**src/design/pst_pkg.sv**
```systemverilog
// ----------------------------------------------------------------------------
// pst_pkg
// Shared types and constants for the pot soft-takeover filter.
// ----------------------------------------------------------------------------
package pst_pkg;

    localparam int SAMPLE_BITS = 12;
    localparam int FRAC_BITS   = 8;
    localparam int AVG_W       = SAMPLE_BITS + FRAC_BITS;
    localparam int LEVEL_W     = 8;
    localparam int GAIN_W      = 9;
    localparam int COUNT_W     = 4;
    localparam int CFG_DATA_W  = 12;
    localparam int CFG_IDX_W   = 3;

    localparam logic [SAMPLE_BITS-1:0] RAW_MAX   = {SAMPLE_BITS{1'b1}};
    localparam logic [LEVEL_W-1:0]     LEVEL_MIN = 8'd5;
    localparam logic [LEVEL_W-1:0]     LEVEL_SPAN = 8'd250;
    localparam logic [GAIN_W-1:0]      GAIN_FULL = 9'd256;

    // 1/250 as a fixed-point reciprocal for the level-to-position map
    localparam int RECIP_SHIFT = 22;
    localparam int RECIP_W     = 15;
    localparam logic [RECIP_W-1:0] RECIP_MUL = RECIP_W'((1 << RECIP_SHIFT) / 250);

    // func codes
    localparam logic FUNC_SAMPLE = 1'b0;
    localparam logic FUNC_REMOTE = 1'b1;

    // register indexes
    localparam logic [CFG_IDX_W-1:0] CFG_PICKUP_WINDOW   = 3'd0;
    localparam logic [CFG_IDX_W-1:0] CFG_CONFIRM_COUNT   = 3'd1;
    localparam logic [CFG_IDX_W-1:0] CFG_NOISE_THRESHOLD = 3'd2;
    localparam logic [CFG_IDX_W-1:0] CFG_FORCE_DISTANCE  = 3'd3;
    localparam logic [CFG_IDX_W-1:0] CFG_SMOOTHING_GAIN  = 3'd4;

    // register reset values
    localparam logic [CFG_DATA_W-1:0] RST_PICKUP_WINDOW   = 12'd96;
    localparam logic [COUNT_W-1:0]    RST_CONFIRM_COUNT   = 4'd3;
    localparam logic [CFG_DATA_W-1:0] RST_NOISE_THRESHOLD = 12'd40;
    localparam logic [CFG_DATA_W-1:0] RST_FORCE_DISTANCE  = 12'd260;
    localparam logic [GAIN_W-1:0]     RST_SMOOTHING_GAIN  = 9'd20;

    // controller to datapath step strobes
    typedef struct packed {
        logic load;
        logic mul;
        logic acc;
        logic lvl;
        logic upd;
    } t_dp_cmd;

endpackage

```
**src/design/pst_ctrl.sv**
```systemverilog
// ----------------------------------------------------------------------------
// pst_ctrl
// Sequencer for one item: load, multiply, accumulate, level, update.
// ----------------------------------------------------------------------------
module pst_ctrl (
    input  logic             i_clk,
    input  logic             i_rst_n,
    input  logic             i_in_valid,
    output logic             o_in_ready,
    output logic             o_out_valid,
    input  logic             i_out_ready,
    output pst_pkg::t_dp_cmd o_cmd
);
    import pst_pkg::*;

    typedef enum logic [2:0] {
        S_IDLE,
        S_MUL,
        S_ACC,
        S_LVL,
        S_UPD
    } t_state;

    t_state r_state;
    logic   r_out_valid;
    logic   w_out_free;

    assign w_out_free  = !r_out_valid || i_out_ready;
    assign o_in_ready  = (r_state == S_IDLE);
    assign o_out_valid = r_out_valid;

    assign o_cmd.load = (r_state == S_IDLE) && i_in_valid;
    assign o_cmd.mul  = (r_state == S_MUL);
    assign o_cmd.acc  = (r_state == S_ACC);
    assign o_cmd.lvl  = (r_state == S_LVL);
    assign o_cmd.upd  = (r_state == S_UPD) && w_out_free;

    always_ff @(posedge i_clk) begin
        if (!i_rst_n) begin
            r_state     <= S_IDLE;
            r_out_valid <= 1'b0;
        end else begin
            // a new result can take the register in the cycle the old one leaves
            if ((r_state == S_UPD) && w_out_free) begin
                r_out_valid <= 1'b1;
            end else if (r_out_valid && i_out_ready) begin
                r_out_valid <= 1'b0;
            end
            unique case (r_state)
                S_IDLE: begin
                    if (i_in_valid) begin
                        r_state <= S_MUL;
                    end
                end
                S_MUL: r_state <= S_ACC;
                S_ACC: r_state <= S_LVL;
                S_LVL: r_state <= S_UPD;
                S_UPD: begin
                    // hold until the output register can take the result
                    if (w_out_free) begin
                        r_state <= S_IDLE;
                    end
                end
                default: r_state <= S_IDLE;
            endcase
        end
    end

endmodule

```
**src/design/pst_datapath.sv**
```systemverilog
// ----------------------------------------------------------------------------
// pst_datapath
// Config registers, filter state, averaging multipliers, level mapping and
// takeover decision, plus the result payload register.
// ----------------------------------------------------------------------------
module pst_datapath (
    input  logic                                i_clk,
    input  logic                                i_rst_n,
    input  pst_pkg::t_dp_cmd                    i_cmd,
    input  logic                                i_func,
    input  logic [pst_pkg::SAMPLE_BITS-1:0]     i_raw_sample,
    input  logic [pst_pkg::LEVEL_W-1:0]         i_remote_level,
    input  logic                                i_cfg_valid,
    input  logic [pst_pkg::CFG_IDX_W-1:0]       i_cfg_index,
    input  logic [pst_pkg::CFG_DATA_W-1:0]      i_cfg_data,
    output logic [pst_pkg::LEVEL_W-1:0]         o_level,
    output logic                                o_level_changed,
    output logic                                o_knob_captured,
    output logic [pst_pkg::SAMPLE_BITS-1:0]     o_smoothed_position
);
    import pst_pkg::*;

    localparam int SB       = SAMPLE_BITS;
    localparam int PROD_W   = AVG_W + GAIN_W;
    localparam int PRODB_W  = SB + GAIN_W;
    localparam int SUM_W    = PROD_W + 1;
    localparam int REM_W    = LEVEL_W + SB;
    localparam int RPROD_W  = REM_W + RECIP_W;
    localparam int MAP_W    = SB + LEVEL_W;
    localparam int CMP_W    = (SB > CFG_DATA_W) ? SB : CFG_DATA_W;
    localparam logic [SUM_W-1:0] ROUND_HALF = SUM_W'(1 << (FRAC_BITS - 1));

    function automatic logic [SB-1:0] abs_diff(input logic [SB-1:0] a, input logic [SB-1:0] b);
        abs_diff = (a > b) ? (a - b) : (b - a);
    endfunction

    // config registers
    logic [CFG_DATA_W-1:0] r_pickup_window;
    logic [COUNT_W-1:0]    r_confirm_count;
    logic [CFG_DATA_W-1:0] r_noise_threshold;
    logic [CFG_DATA_W-1:0] r_force_distance;
    logic [GAIN_W-1:0]     r_smoothing_gain;

    // filter state
    logic [AVG_W-1:0]   r_avg;
    logic               r_avg_valid;
    logic [SB-1:0]      r_pos;          // rounded r_avg, kept alongside it
    logic               r_captured;
    logic [COUNT_W-1:0] r_confirm_counter;
    logic [SB-1:0]      r_target;
    logic [SB-1:0]      r_neutral;
    logic               r_neutral_valid;
    logic [SB-1:0]      r_last;
    logic [LEVEL_W-1:0] r_applied;

    // per-item working registers
    logic               r_func;
    logic [SB-1:0]      r_x;
    logic [LEVEL_W-1:0] r_v;
    logic [REM_W-1:0]   r_rem_n;
    logic [GAIN_W-1:0]  r_gain;
    logic [GAIN_W-1:0]  r_gain_inv;
    logic [AVG_W-1:0]   r_avg_op;
    logic [PROD_W-1:0]  r_prod_a;
    logic [PRODB_W-1:0] r_prod_b;
    logic [SB-1:0]      r_rq0;
    logic [LEVEL_W-1:0] r_new_level;
    logic               r_in_window;
    logic               r_forced;
    logic               r_noisy;

    // output payload
    logic [LEVEL_W-1:0] r_out_level;
    logic               r_out_changed;
    logic               r_out_captured;
    logic [SB-1:0]      r_out_pos;

    // load-stage logic
    logic [LEVEL_W-1:0] w_v_clamped;
    logic [LEVEL_W-1:0] w_v_off;
    logic [REM_W-1:0]   w_rem_n;
    logic [GAIN_W-1:0]  w_gain_eff;

    always_comb begin
        w_v_clamped = (i_remote_level < LEVEL_MIN) ? LEVEL_MIN : i_remote_level;
        w_v_off     = w_v_clamped - LEVEL_MIN;
        // (v - 5) * RAW_MAX as shift and subtract
        w_rem_n     = {w_v_off, {SB{1'b0}}} - REM_W'(w_v_off);
        w_gain_eff  = (r_smoothing_gain > GAIN_FULL) ? GAIN_FULL : r_smoothing_gain;
    end

    // accumulate-stage logic
    logic [RPROD_W-1:0] w_rq_prod;
    logic [SUM_W-1:0]   w_sum;
    logic [AVG_W-1:0]   w_avg_new;
    logic [AVG_W:0]     w_rnd;
    logic [SB:0]        w_pos_full;
    logic [SB-1:0]      w_pos_new;

    always_comb begin
        w_rq_prod  = RPROD_W'(r_rem_n) * RPROD_W'(RECIP_MUL);
        w_sum      = SUM_W'(r_prod_a) + SUM_W'({r_prod_b, {FRAC_BITS{1'b0}}}) + ROUND_HALF;
        w_avg_new  = w_sum[FRAC_BITS +: AVG_W];
        w_rnd      = (AVG_W+1)'(w_avg_new) + (AVG_W+1)'(1 << (FRAC_BITS - 1));
        w_pos_full = w_rnd[AVG_W:FRAC_BITS];
        w_pos_new  = (w_pos_full > (SB+1)'(RAW_MAX)) ? RAW_MAX : w_pos_full[SB-1:0];
    end

    // level-stage logic
    logic [MAP_W-1:0]   w_map;
    logic [LEVEL_W-1:0] w_lq0;
    logic [SB:0]        w_lrem;
    logic [LEVEL_W-1:0] w_lq;
    logic [REM_W-1:0]   w_trem;
    logic [SB-1:0]      w_target_new;

    always_comb begin
        // position * 250 / RAW_MAX: divide by 2^SB, then one correction step
        w_map  = MAP_W'(r_pos) * MAP_W'(LEVEL_SPAN);
        w_lq0  = w_map[MAP_W-1:SB];
        w_lrem = (SB+1)'(w_map[SB-1:0]) + (SB+1)'(w_lq0);
        w_lq   = (w_lrem >= (SB+1)'(RAW_MAX)) ? (w_lq0 + 8'd1) : w_lq0;
        // remainder of the reciprocal quotient stays below twice the span
        w_trem = r_rem_n - REM_W'(REM_W'(r_rq0) * REM_W'(LEVEL_SPAN));
        w_target_new = (w_trem >= REM_W'(LEVEL_SPAN)) ? (r_rq0 + SB'(1)) : r_rq0;
    end

    // update-stage next values
    logic [COUNT_W-1:0] w_cnt_inc;
    logic               n_captured;
    logic [COUNT_W-1:0] n_confirm_counter;
    logic [SB-1:0]      n_last;
    logic [LEVEL_W-1:0] n_applied;
    logic               n_changed;
    logic [SB-1:0]      n_neutral;
    logic               n_neutral_valid;

    always_comb begin
        w_cnt_inc         = r_confirm_counter + COUNT_W'(1);
        n_captured        = r_captured;
        n_confirm_counter = r_confirm_counter;
        n_last            = r_last;
        n_applied         = r_applied;
        n_changed         = 1'b0;
        n_neutral         = r_neutral;
        n_neutral_valid   = r_neutral_valid;
        if (r_func == FUNC_REMOTE) begin
            n_applied         = r_v;
            n_neutral         = r_avg_valid ? r_pos : '0;
            n_neutral_valid   = r_avg_valid;
            n_last            = '0;
            n_captured        = 1'b0;
            n_confirm_counter = '0;
        end else if (!r_captured) begin
            priority if (r_in_window) begin
                if (w_cnt_inc >= r_confirm_count) begin
                    // captured by confirmation: level left as is
                    n_captured        = 1'b1;
                    n_last            = r_pos;
                    n_confirm_counter = '0;
                end else begin
                    n_confirm_counter = w_cnt_inc;
                end
            end else if (r_forced) begin
                n_captured        = 1'b1;
                n_last            = r_pos;
                n_confirm_counter = '0;
                n_applied         = r_new_level;
                n_changed         = (r_new_level != r_applied);
            end else begin
                n_confirm_counter = '0;
            end
        end else if (r_noisy) begin
            n_last    = r_pos;
            n_applied = r_new_level;
            n_changed = (r_new_level != r_applied);
        end
    end

    // config registers
    always_ff @(posedge i_clk) begin
        if (!i_rst_n) begin
            r_pickup_window   <= RST_PICKUP_WINDOW;
            r_confirm_count   <= RST_CONFIRM_COUNT;
            r_noise_threshold <= RST_NOISE_THRESHOLD;
            r_force_distance  <= RST_FORCE_DISTANCE;
            r_smoothing_gain  <= RST_SMOOTHING_GAIN;
        end else if (i_cfg_valid) begin
            unique case (i_cfg_index)
                CFG_PICKUP_WINDOW:   r_pickup_window   <= i_cfg_data;
                CFG_CONFIRM_COUNT:   r_confirm_count   <= i_cfg_data[COUNT_W-1:0];
                CFG_NOISE_THRESHOLD: r_noise_threshold <= i_cfg_data;
                CFG_FORCE_DISTANCE:  r_force_distance  <= i_cfg_data;
                CFG_SMOOTHING_GAIN:  r_smoothing_gain  <= i_cfg_data[GAIN_W-1:0];
                default: ;
            endcase
        end
    end

    // filter state
    always_ff @(posedge i_clk) begin
        if (!i_rst_n) begin
            r_avg             <= '0;
            r_avg_valid       <= 1'b0;
            r_pos             <= '0;
            r_captured        <= 1'b0;
            r_confirm_counter <= '0;
            r_target          <= '0;
            r_neutral         <= '0;
            r_neutral_valid   <= 1'b0;
            r_last            <= '0;
            r_applied         <= LEVEL_MIN;
        end else begin
            if (i_cmd.acc && r_func == FUNC_SAMPLE) begin
                r_avg       <= w_avg_new;
                r_avg_valid <= 1'b1;
                r_pos       <= w_pos_new;
            end
            if (i_cmd.lvl && r_func == FUNC_REMOTE) begin
                r_target <= w_target_new;
            end
            if (i_cmd.upd) begin
                r_captured        <= n_captured;
                r_confirm_counter <= n_confirm_counter;
                r_neutral         <= n_neutral;
                r_neutral_valid   <= n_neutral_valid;
                r_last            <= n_last;
                r_applied         <= n_applied;
            end
        end
    end

    // per-item working registers and result payload
    always_ff @(posedge i_clk) begin
        if (i_cmd.load) begin
            r_func     <= i_func;
            r_x        <= i_raw_sample;
            r_v        <= w_v_clamped;
            r_rem_n    <= w_rem_n;
            r_gain     <= w_gain_eff;
            r_gain_inv <= GAIN_FULL - w_gain_eff;
            // first sample seeds the average
            r_avg_op   <= r_avg_valid ? r_avg : {i_raw_sample, {FRAC_BITS{1'b0}}};
        end
        if (i_cmd.mul) begin
            r_prod_a <= PROD_W'(r_avg_op) * PROD_W'(r_gain_inv);
            r_prod_b <= PRODB_W'(r_x) * PRODB_W'(r_gain);
        end
        if (i_cmd.acc) begin
            r_rq0 <= w_rq_prod[RECIP_SHIFT +: SB];
        end
        if (i_cmd.lvl) begin
            r_new_level <= w_lq + LEVEL_MIN;
            r_in_window <= CMP_W'(abs_diff(r_pos, r_target)) <= CMP_W'(r_pickup_window);
            r_forced    <= r_neutral_valid &&
                           (CMP_W'(abs_diff(r_pos, r_neutral)) >= CMP_W'(r_force_distance));
            r_noisy     <= CMP_W'(abs_diff(r_pos, r_last)) > CMP_W'(r_noise_threshold);
        end
        if (i_cmd.upd) begin
            r_out_level    <= n_applied;
            r_out_changed  <= n_changed;
            r_out_captured <= n_captured;
            r_out_pos      <= r_pos;
        end
    end

    assign o_level             = r_out_level;
    assign o_level_changed     = r_out_changed;
    assign o_knob_captured     = r_out_captured;
    assign o_smoothed_position = r_out_pos;

endmodule

```
**src/design/pot_soft_takeover_filter_top.sv**
```systemverilog
// A result is registered after the multiply, accumulate, level map and update
// states; update holds while the output register is full. The item sequencer
// handles one item at a time and accepts a new one only when back in idle.
// A pending result in the output register does not block the next accept.
// Reset (synchronous, active low): registers to defaults, level 5, no sample.
// ----------------------------------------------------------------------------
// pot_soft_takeover_filter_top
// One potentiometer channel with exponential smoothing and soft takeover.
// ----------------------------------------------------------------------------
module pot_soft_takeover_filter_top (
    input  logic                                i_clk,
    input  logic                                i_rst_n,
    input  logic                                i_in_valid,
    output logic                                o_in_ready,
    input  logic                                i_func,
    input  logic [pst_pkg::SAMPLE_BITS-1:0]     i_raw_sample,
    input  logic [pst_pkg::LEVEL_W-1:0]         i_remote_level,
    output logic                                o_out_valid,
    input  logic                                i_out_ready,
    output logic [pst_pkg::LEVEL_W-1:0]         o_level,
    output logic                                o_level_changed,
    output logic                                o_knob_captured,
    output logic [pst_pkg::SAMPLE_BITS-1:0]     o_smoothed_position,
    input  logic                                i_cfg_valid,
    output logic                                o_cfg_ready,
    input  logic [pst_pkg::CFG_IDX_W-1:0]       i_cfg_index,
    input  logic [pst_pkg::CFG_DATA_W-1:0]      i_cfg_data
);
    import pst_pkg::*;

    t_dp_cmd w_cmd;

    assign o_cfg_ready = 1'b1;

    pst_ctrl u_ctrl (
        .i_clk       (i_clk),
        .i_rst_n     (i_rst_n),
        .i_in_valid  (i_in_valid),
        .o_in_ready  (o_in_ready),
        .o_out_valid (o_out_valid),
        .i_out_ready (i_out_ready),
        .o_cmd       (w_cmd)
    );

    pst_datapath u_datapath (
        .i_clk               (i_clk),
        .i_rst_n             (i_rst_n),
        .i_cmd               (w_cmd),
        .i_func              (i_func),
        .i_raw_sample        (i_raw_sample),
        .i_remote_level      (i_remote_level),
        .i_cfg_valid         (i_cfg_valid),
        .i_cfg_index         (i_cfg_index),
        .i_cfg_data          (i_cfg_data),
        .o_level             (o_level),
        .o_level_changed     (o_level_changed),
        .o_knob_captured     (o_knob_captured),
        .o_smoothed_position (o_smoothed_position)
    );

endmodule

```
**config.mk**
```make
export PLATFORM = sky130hd
export DESIGN_NAME = pot_soft_takeover_filter_top
export DESIGN_NICKNAME = d
export VERILOG_FILES = /design/src/design/pst_pkg.sv /design/src/design/pst_ctrl.sv /design/src/design/pst_datapath.sv /design/src/design/pot_soft_takeover_filter_top.sv
export SDC_FILE = /design/constraint.sdc
export NUM_CORES = 2
export LEC_CHECK = 0
export BUFFER_PORTS_ARGS = -buffer_cell sky130_fd_sc_hd__buf_4
export CAP_MARGIN = 20
export CELL_PAD_IN_SITES_DETAIL_PLACEMENT = 1
export CELL_PAD_IN_SITES_GLOBAL_PLACEMENT = 1
export CORE_MARGIN = 3
export CORE_UTILIZATION = 56
export CTS_BUF_LIST = sky130_fd_sc_hd__clkbuf_8
export DETAILED_ROUTE_END_ITERATION = 10
export PLACE_DENSITY = 0.92
export SLEW_MARGIN = 20
export SYNTH_ARGS = -nofsm -noshare
export SYNTH_HDL_FRONTEND = slang
export SYNTH_SLANG_ARGS = --single-unit
```
**constraint.sdc**
```tcl
create_clock -name i_clk -period 15.4 [get_ports i_clk]
set_input_delay 3.08 -clock i_clk [delete_from_list [all_inputs] [get_ports i_clk]]
set_output_delay 3.08 -clock i_clk [all_outputs]
set_load 0.02 [all_outputs]
```
==> impl_summary.txt <==
----------------------------------------------------
[Die]
  Num ports ... 66
  Vertical die dimension ... 248.8 um
  Placement row count ... 88
  Initial core utilization ... between 50% and 60%
  DIE WIDTH ... 248.8 um
  Area of the core ... 58030 um2
  Die area ... 61880 um2

[Global routing]
  Via count of the first global-routing pass ... 31300
  Pin count of the biggest net entering global routing ... a little under 80
  Total track usage ... between 30 and 40%
  Global-route wire length before repair ... roughly 180000 um
  Number of antenna violations at the first check in global routing ... 1
  Overflow left after global routing ... 0

[Yosys]
  Post-synth EDFFs ... 163
  Proportion of synthesized chip area in sequential cells ... 23.08%
  Largest family of logic cells by synthesized area ... adder cells
  Most used flip-flop cell after synthesis ... sky130_fd_sc_hd__edfxtp_1
  Share of cell area taken by muxes after synthesis ... 1.774%
  Cell count after synthesis ... 3524
  Synthesis warning total ... 0
  Netlist Area Pre-Place ... between 30000 and 40000 um2
  Adder-cell share of the synthesized area ... 37.25%
  Netlist cell types ... 88
  Net Count, Synth ... 4354
  Flip-flop and latch count after synthesis ... 299
  Share of flip-flops with an asynchronous set or reset after synthesis ... 0%
  Area share of and/or/nand/nor cells after synthesis ... 13.42%
  Average footprint of a synthesized cell ... 9.364 um2
  Post-synthesis compound-gate area fraction ... about an eighth
  Synth Area in XOR/XNOR ... 4.831%

[Clock network]
  Source-to-sink clock delay at the later pin of the worst-skew pair ... just under 0.7 ns
  Number of buffers inserted during clock tree synthesis ... 56
  # hold bufs at CTS ... 0
  Clock sink count ... 299
  Clock tree from TritonCTS ... done
  Number of setup buffers added after CTS ... 0
  Post-cts repair resize count ... 0
  Htree depth ... 2
  Buffer levels on the longest clock path ... 3
  Clock transition at path regs ... approximately 0.060 ns
  Root cell of the clock tree ... sky130_fd_sc_hd__clkbuf_8

[Setup path]
  Nature of the critical path endpoint ... flip-flop
  Reg2reg setup slack ... 5.62 ns
  Critical Path Start ... u_datapath.r_pos[1]$_SDFFE_PN0P_
  FF-to-FF path depth ... 28
  WP data arrival ... slightly above 10 ns
  Endpoint of the most critical setup path ... u_datapath.r_new_level[4]$_DFFE_PP_
  Most common cell on crit path ... sky130_fd_sc_hd__fa_1
  Worst path slowest cell ... sky130_fd_sc_hd__dfxtp_1
  Critical Path Start Type ... flip-flop
  Critical path class ... reg -> reg
  Launch point of the worst reg-to-reg path ... u_datapath.r_pos[1]$_SDFFE_PN0P_
  Maximum fanout along the worst path ... 13
  Largest incremental delay on the critical path ... approximately 0.9 ns
  Required time worst endpoint ... ~16 ns
  Reg-to-Reg End ... u_datapath.r_new_level[4]$_DFFE_PP_

[Cells and area]
  Post-layout instance count excluding filler cells ... 4351
  Nets ... 4367
  Layout overhead on the synthesized area ... 7.166%
  Layout cells sized above 1 ... 6.222%
  Cell area after layout ... around 35000 um2

[Timing]
  Relative slew slack ... 28.28%
  Final Max Slew Viols ... 0
  Measured slew at the worst slew-check pin ... 1.072 ns
  Max Clock Skew ... 0.02674 ns
  Final number of hold-violating endpoints ... 0
  Min Tclk post-route ... 9.782 ns
  Setup repair after global routing missed its margin ... false
  Setup Total Neg Slack ... 0 ns
  Upper clock frequency limit ... 102.2 MHz
  Final Cycle Share ... 63.52%
  Final setup violating endpoints ... 0

[Placement]
  Placement Cell Area ... 34090 um2
  Total placed cells including tap cells ... 4243
  Placed wire-length estimate after detailed placement ... around 81000 um
  Global placer's final weighted congestion ... 0.9073
  Total of buffers placed on input and output ports ... 64

[Outcome]
  Run status ... finished, final reports clean

[Route]
  Total wire length after detailed routing ... around 110000 um
  Count of unresolved DRC violations after routing ... 0
  DR iter-0 viols ... 1852
  First-pass detailed-route iteration total ... 5
  Via count ... approximately 27000
  Via count normalized by instance count ... 6.276
  Final ANT Viol Nets ... 0
  Routed length per instance ... 25.63 um

[Run]
  Max-cap violation count ... 0

[Worst hold path]
  Worst min-delay path class ... reg -> reg

----------------------------------------------------
worst max-delay path, delay by kind of cell, from the launching register on:
family	cells	cell delay [ns]
AO/OA/AOI/OAI	10	1.94
XOR/XNOR	3	1.05
adder cells (fa/ha/maj)	7	3.56
buffers and inverters	3	1.15
flip-flops	1	0.90
AND/OR/NAND/NOR	5	0.89
worst min-delay path by stage:
stage	from	to	slack, ns	cells after the start
after floorplan	u_datapath.r_neutral_valid$_SDFFE_PN0P_	u_datapath.r_neutral_valid$_SDFFE_PN0P_	0.42	1
after detailed placement	u_datapath.r_avg[1]$_SDFFE_PN0P_	u_datapath.r_avg[1]$_SDFFE_PN0P_	0.44	2
after global routing	u_datapath.r_avg[1]$_SDFFE_PN0P_	u_datapath.r_avg[1]$_SDFFE_PN0P_	0.48	2
after global placement	u_datapath.r_neutral_valid$_SDFFE_PN0P_	u_datapath.r_neutral_valid$_SDFFE_PN0P_	0.43	1
final	u_datapath.r_avg[1]$_SDFFE_PN0P_	u_datapath.r_avg[1]$_SDFFE_PN0P_	0.45	2
after CTS	u_datapath.r_avg[1]$_SDFFE_PN0P_	u_datapath.r_avg[1]$_SDFFE_PN0P_	0.45	2
final cells by class:
| cell class | count | area (um2) |
|---|---|---|
| tap | 765 | 957.2 |
| clock buffer | 75 | 1032 |
| multi-input combinational | 2566 | 22910 |
| fill | 6514 | 22660 |
| timing repair buffer | 83 | 643.1 |
| antenna | 2 | 5.005 |
| sequential | 299 | 7617 |
| inverter | 531 | 1994 |
| clock inverter | 30 | 205.2 |
metal layers:
| layer | up-vias | wire [um] | share of wire, % | GRT usage [%] |
|---|---|---|---|---|
| li1 | 11730 | - | - | - |
| met1 | 13720 | 40430 | 36 | 40.18 |
| met2 | 1295 | 56820 | 51 | 64.53 |
| met3 | 559 | 6780 | 6.1 | 6.619 |
| met4 | 2 | 7452 | 6.7 | 21.39 |
| met5 | - | 13 | 0.012 | 0 |
cells in the mapped netlist, types with 37 or more instances:
library cell	number	share of area, %
sky130_fd_sc_hd__a21o_1	101	2.3
sky130_fd_sc_hd__a21oi_1	206	3.1
sky130_fd_sc_hd__and2_1	137	2.6
sky130_fd_sc_hd__clkbuf_1	116	1.3
sky130_fd_sc_hd__dfxtp_1	136	8.3
sky130_fd_sc_hd__edfxtp_1	163	15
sky130_fd_sc_hd__fa_1	321	19
sky130_fd_sc_hd__ha_1	468	18
sky130_fd_sc_hd__inv_1	529	6.0
sky130_fd_sc_hd__nand2_1	382	4.3
sky130_fd_sc_hd__nand2b_1	37	0.70
sky130_fd_sc_hd__nand3_1	38	0.58
sky130_fd_sc_hd__nor2_1	134	1.5
sky130_fd_sc_hd__nor2b_1	39	0.74
sky130_fd_sc_hd__nor3_1	50	0.76
sky130_fd_sc_hd__o21ai_0	105	1.6
sky130_fd_sc_hd__xnor2_1	117	3.1
sky130_fd_sc_hd__xor2_1	65	1.7
layout by cell type, fill, tap and decap left out, types with 65 or more instances in the layout:
cell                       count
sky130_fd_sc_hd__edfxtp_1    163
sky130_fd_sc_hd__nand2_1     382
sky130_fd_sc_hd__dfxtp_1     136
sky130_fd_sc_hd__a21oi_1     206
sky130_fd_sc_hd__and2_1      137
sky130_fd_sc_hd__o21ai_0     105
sky130_fd_sc_hd__ha_1        468
sky130_fd_sc_hd__xnor2_1     117
sky130_fd_sc_hd__nor2_1      134
sky130_fd_sc_hd__fa_1        321
sky130_fd_sc_hd__buf_4        82
sky130_fd_sc_hd__xor2_1       65
sky130_fd_sc_hd__a21o_1      101
sky130_fd_sc_hd__inv_1       544
sky130_fd_sc_hd__clkbuf_8     75
metrics by stage:
| stage | util, % | setup slack, ns | hold slack (ns) |
|---|---|---|---|
| final | 60.95 | 5.618 | 0.4489 |
| after global routing | 60.94 | 5.128 | 0.4779 |
| after CTS | 60.88 | 5.838 | 0.4509 |
| after detailed placement | 58.75 | 5.999 | 0.4424 |
| after global placement | 58.75 | 6.458 | 0.4279 |
| after floorplan | - | 7.530 | 0.4186 |
registers in the layout (all words and copies together) (netlist names), 20 cells and up:
| register | count |
|---|---|
| u_datapath.r_prod_b | 20 |
| u_datapath.r_avg | 20 |
| u_datapath.r_avg_op | 20 |
| u_datapath.r_rem_n | 20 |
| u_datapath.r_prod_a | 21 |
kinds of logic after synthesis:
kind of cell	count (synthesis)
AND/OR/NAND/NOR	920
adder cells (fa/ha/maj)	790
buffers and inverters	659
AO/OA/AOI/OAI	618
flip-flops	299
XOR/XNOR	182
multiplexers	55
other	1
Power is left out: the tool's default activity adds up to more than one toggle a clock period on the data nets, which glitch-free logic cannot reach.
